File: src/qau_rmul.sv
// Signed multiplier with a registered product that holds while stalled
module qau_rmul #(
    parameter int unsigned AW = 16,
    parameter int unsigned BW = 16
) (
    input  logic                     i_clk,
    input  logic                     i_en,
    input  logic signed [AW-1:0]     i_a,
    input  logic signed [BW-1:0]     i_b,
    output logic signed [AW+BW-1:0] o_p
);

    logic signed [AW+BW-1:0] r_p;
    logic signed [AW+BW-1:0] n_p;

    // Full-precision product
    assign n_p = i_a * i_b;

    always_ff @(posedge i_clk) begin
        if (i_en) begin
            r_p <= n_p;
        end
    end

    assign o_p = r_p;

endmodule

File: config.mk
export PLATFORM = sky130hd
export DESIGN_NAME = qau_rmul
export DESIGN_NICKNAME = d
export VERILOG_FILES = /design/src/qau_rmul.sv
export SDC_FILE = /design/constraint.sdc
export NUM_CORES = 1
export LEC_CHECK = 0
export ABC_AREA = 1
export BUFFER_PORTS_ARGS = -buffer_cell sky130_fd_sc_hd__buf_4
export CORE_ASPECT_RATIO = 1.1
export CORE_MARGIN = 5
export CORE_UTILIZATION = 65
export DETAILED_ROUTE_END_ITERATION = 12
export PLACE_DENSITY = 0.93
export SETUP_SLACK_MARGIN = 0.5
export SLEW_MARGIN = 0
export SYNTH_ARGS = -nofsm -noshare
export SYNTH_HDL_FRONTEND = slang
export SYNTH_SLANG_ARGS = --single-unit
File: constraint.sdc
create_clock -name i_clk -period 7.1 [get_ports i_clk]
set_input_delay 0.355 -clock i_clk [delete_from_list [all_inputs] [get_ports i_clk]]
set_output_delay 0.355 -clock i_clk [all_outputs]
set_load 0.01 [all_outputs]
==> results.toml <==
[run_status]
status = "complete, no violations"

[critical_path]
slowest_delay_ns = 0.87
crit_path_start_kind = "input port"
crit_type = "input port to register"
crit_chain = "buf_4 > nand2_1 > inv_1 > fa_1 > fa_1 > inv_1 > fa_1 > fa_1 > fa_1 > fa_1 > inv_1 > ha_1 > nand2_1 > nor2_1 > nand3_1 > nor3_1 > nand2_1 > inv_1 > nor2_1 > nand2_1 > nand2_1"
cp_slowest_cell = "fa_1"
critPathTopFamily = "adder cells"
path_common_cell = "fa_1"
cp-end-kind = "register"
cp_num_buf_inv = 5
crit_fanout = 16
cp.required_ns = 7.14
crit_arrival_ns = 5.72

[yosys]
synth_nets = 1877
async_flop_share_pct = 0
yosysUniqueCellTypes = 29
netlist_area_mm2 = 0.01177
yosys_most_used_dff = "edfxtp_1"
synthTopCellsByCount = "inv_1 (475), nand2_1 (412), fa_1 (262), ha_1 (82), clkbuf_1 (58)"
yosysSeqAreaShare_pct = 8.162
yosys-top-cells-area = "fa_1 (45%), inv_1 (15%), nand2_1 (13%)"
synth_top_area_share_pct = 44.55
avgSynthCellArea_um2 = 7.854
yosysWarnings = 0
synth_edf_count = 32
synth_top_area_cell = "fa_1"
synth_seq_cells = 32
synth.most_common_cell = "inv_1"
netlist_instances = 1499

[cells_and_area]
fin_nets = 1890
largest_reg_flops = 32
drive_gt1_share_pct = 6.081
diodes = 0
finish.instance_area_mm2 = 0.01250
syn_to_final_growth_pct = 6.185

[route]
m1WireLength_um = 9319
wl_met2_um = 15160
drc = 0
postRouteAntennaNets = 0
top_layer_used = "met4"
drtIter0Drc = 740
dr_wl_met3_um = 2104
vias = 9471
viasPerCell = 5.409
wirelength_um = 28290
post_drt_wl_per_cell_um = 16.15
firstDrtPassIters = 5

[clock_network]
cts_root_buf = "clkbuf_16"
numCtsBuffers = 5
post_cts_buffers = 0
hold_buffers = 0
clockBufferDepth = 2
htreeDepth = 2
cts.clk_slew.worst_paths_ns = 0.06
cts_tree = "done"
cts_resized = 0
cts_num_sinks = 32

[place]
port_buffers = 65
placed_cell_area_mm2 = 0.01234
dp_hpwl_um = 24120
routabilityCongestion = 0.9316

[floorplan]
die_x_um = 138.3
ios = 66
core_region_area_mm2 = 0.01774
initial_utilization_pct = 66.37
die_area_mm2 = 0.02091
die-height_um = 151.2
rows = 51

[global_routing]
grt_usage_pct = 28.48
grt_max_degree = 33
grt_pass1_wl_um = 47690
grt.overflow.total = 0
grt_pass1_vias = 10460
antenna_found_initial = 0

[sta]
fmax_ghz = 0.1760
rsz0062_at_grt = "false"
slew_headroom_pct = 60.74
fin_tns_setup_ns = 0
slew_violations = 0
setup_violations = 0
layout_min_cycle_time_ns = 5.682
tightest_slew_ns = 0.5882
finalCritPeriodShare_pct = 80.03
hold_viol_final = 0

[run]
cap_violations = 0

[worst_hold_path]
hold_class = "input port to register"
## kinds of logic after synthesis
logic type,after synthesis,share of synthesized area [%]
adder cells (fa/ha/maj),344,53.26
AND/OR/NAND/NOR,529,18.24
XOR/XNOR,19,1.413
flip-flops,32,8.162
AO/OA/AOI/OAI,39,1.839
buffers and inverters,536,17.09
## metal layers
metal	vias to the layer above	global-route usage, %
met3	140	3.410
met5	-	0
met1	4585	31.36
li1	4223	-
met4	0	15.66
met2	523	53.78
## through the flow
step           hold WS [ns]  setup slack, ns  cells  util [%]
6_report             0.5226            1.418   1751     70.48
5_1_grt              0.5515            1.121   1751     70.48
4_1_cts              0.5146            1.434   1751     70.48
3_3_place_gp         0.7621            1.359   1743     69.55
2_1_floorplan        0.4675            1.467   1499         -
3_5_place_dp         0.7656            1.159   1743     69.55
## worst min-delay path, stage by stage
cell	delay (ns)
buf_4	0.20
nand2_1	0.08
inv_1	0.06
## cells in the final DEF, fill, tap and decap left out, types with 12 or more instances in the layout
cell type  Yosys  routed
inv_1        475     475
nand2_1      412     412
fa_1         262     262
ha_1          82      82
buf_4          0      65
nor2_1        44      44
nand3_1       34      34
edfxtp_1      32      32
a21oi_1       23      23
xor2_1        17      17
nand4_1       12      12
## layout make-up
cell class | count | area (µm²)
tap | 238 | 297.8
clock inverter | 2 | 35.03
timing repair buffer | 65 | 488.0
fill | 1321 | 5238
sequential | 32 | 960.9
inverter | 477 | 1790
multi-input combinational | 931 | 8801
clock buffer | 6 | 128.9
## path summary, 6_finish.rpt
kind / slack, ns / end / from / cells after the start
max: 1.42 / o_p[31] / i_a[15] / 21
min: 0.52 / o_p[0] / i_b[0] / 3
Power is left out: the tool's default activity adds up to more than one toggle a clock period on the data nets, which glitch-free logic cannot reach.
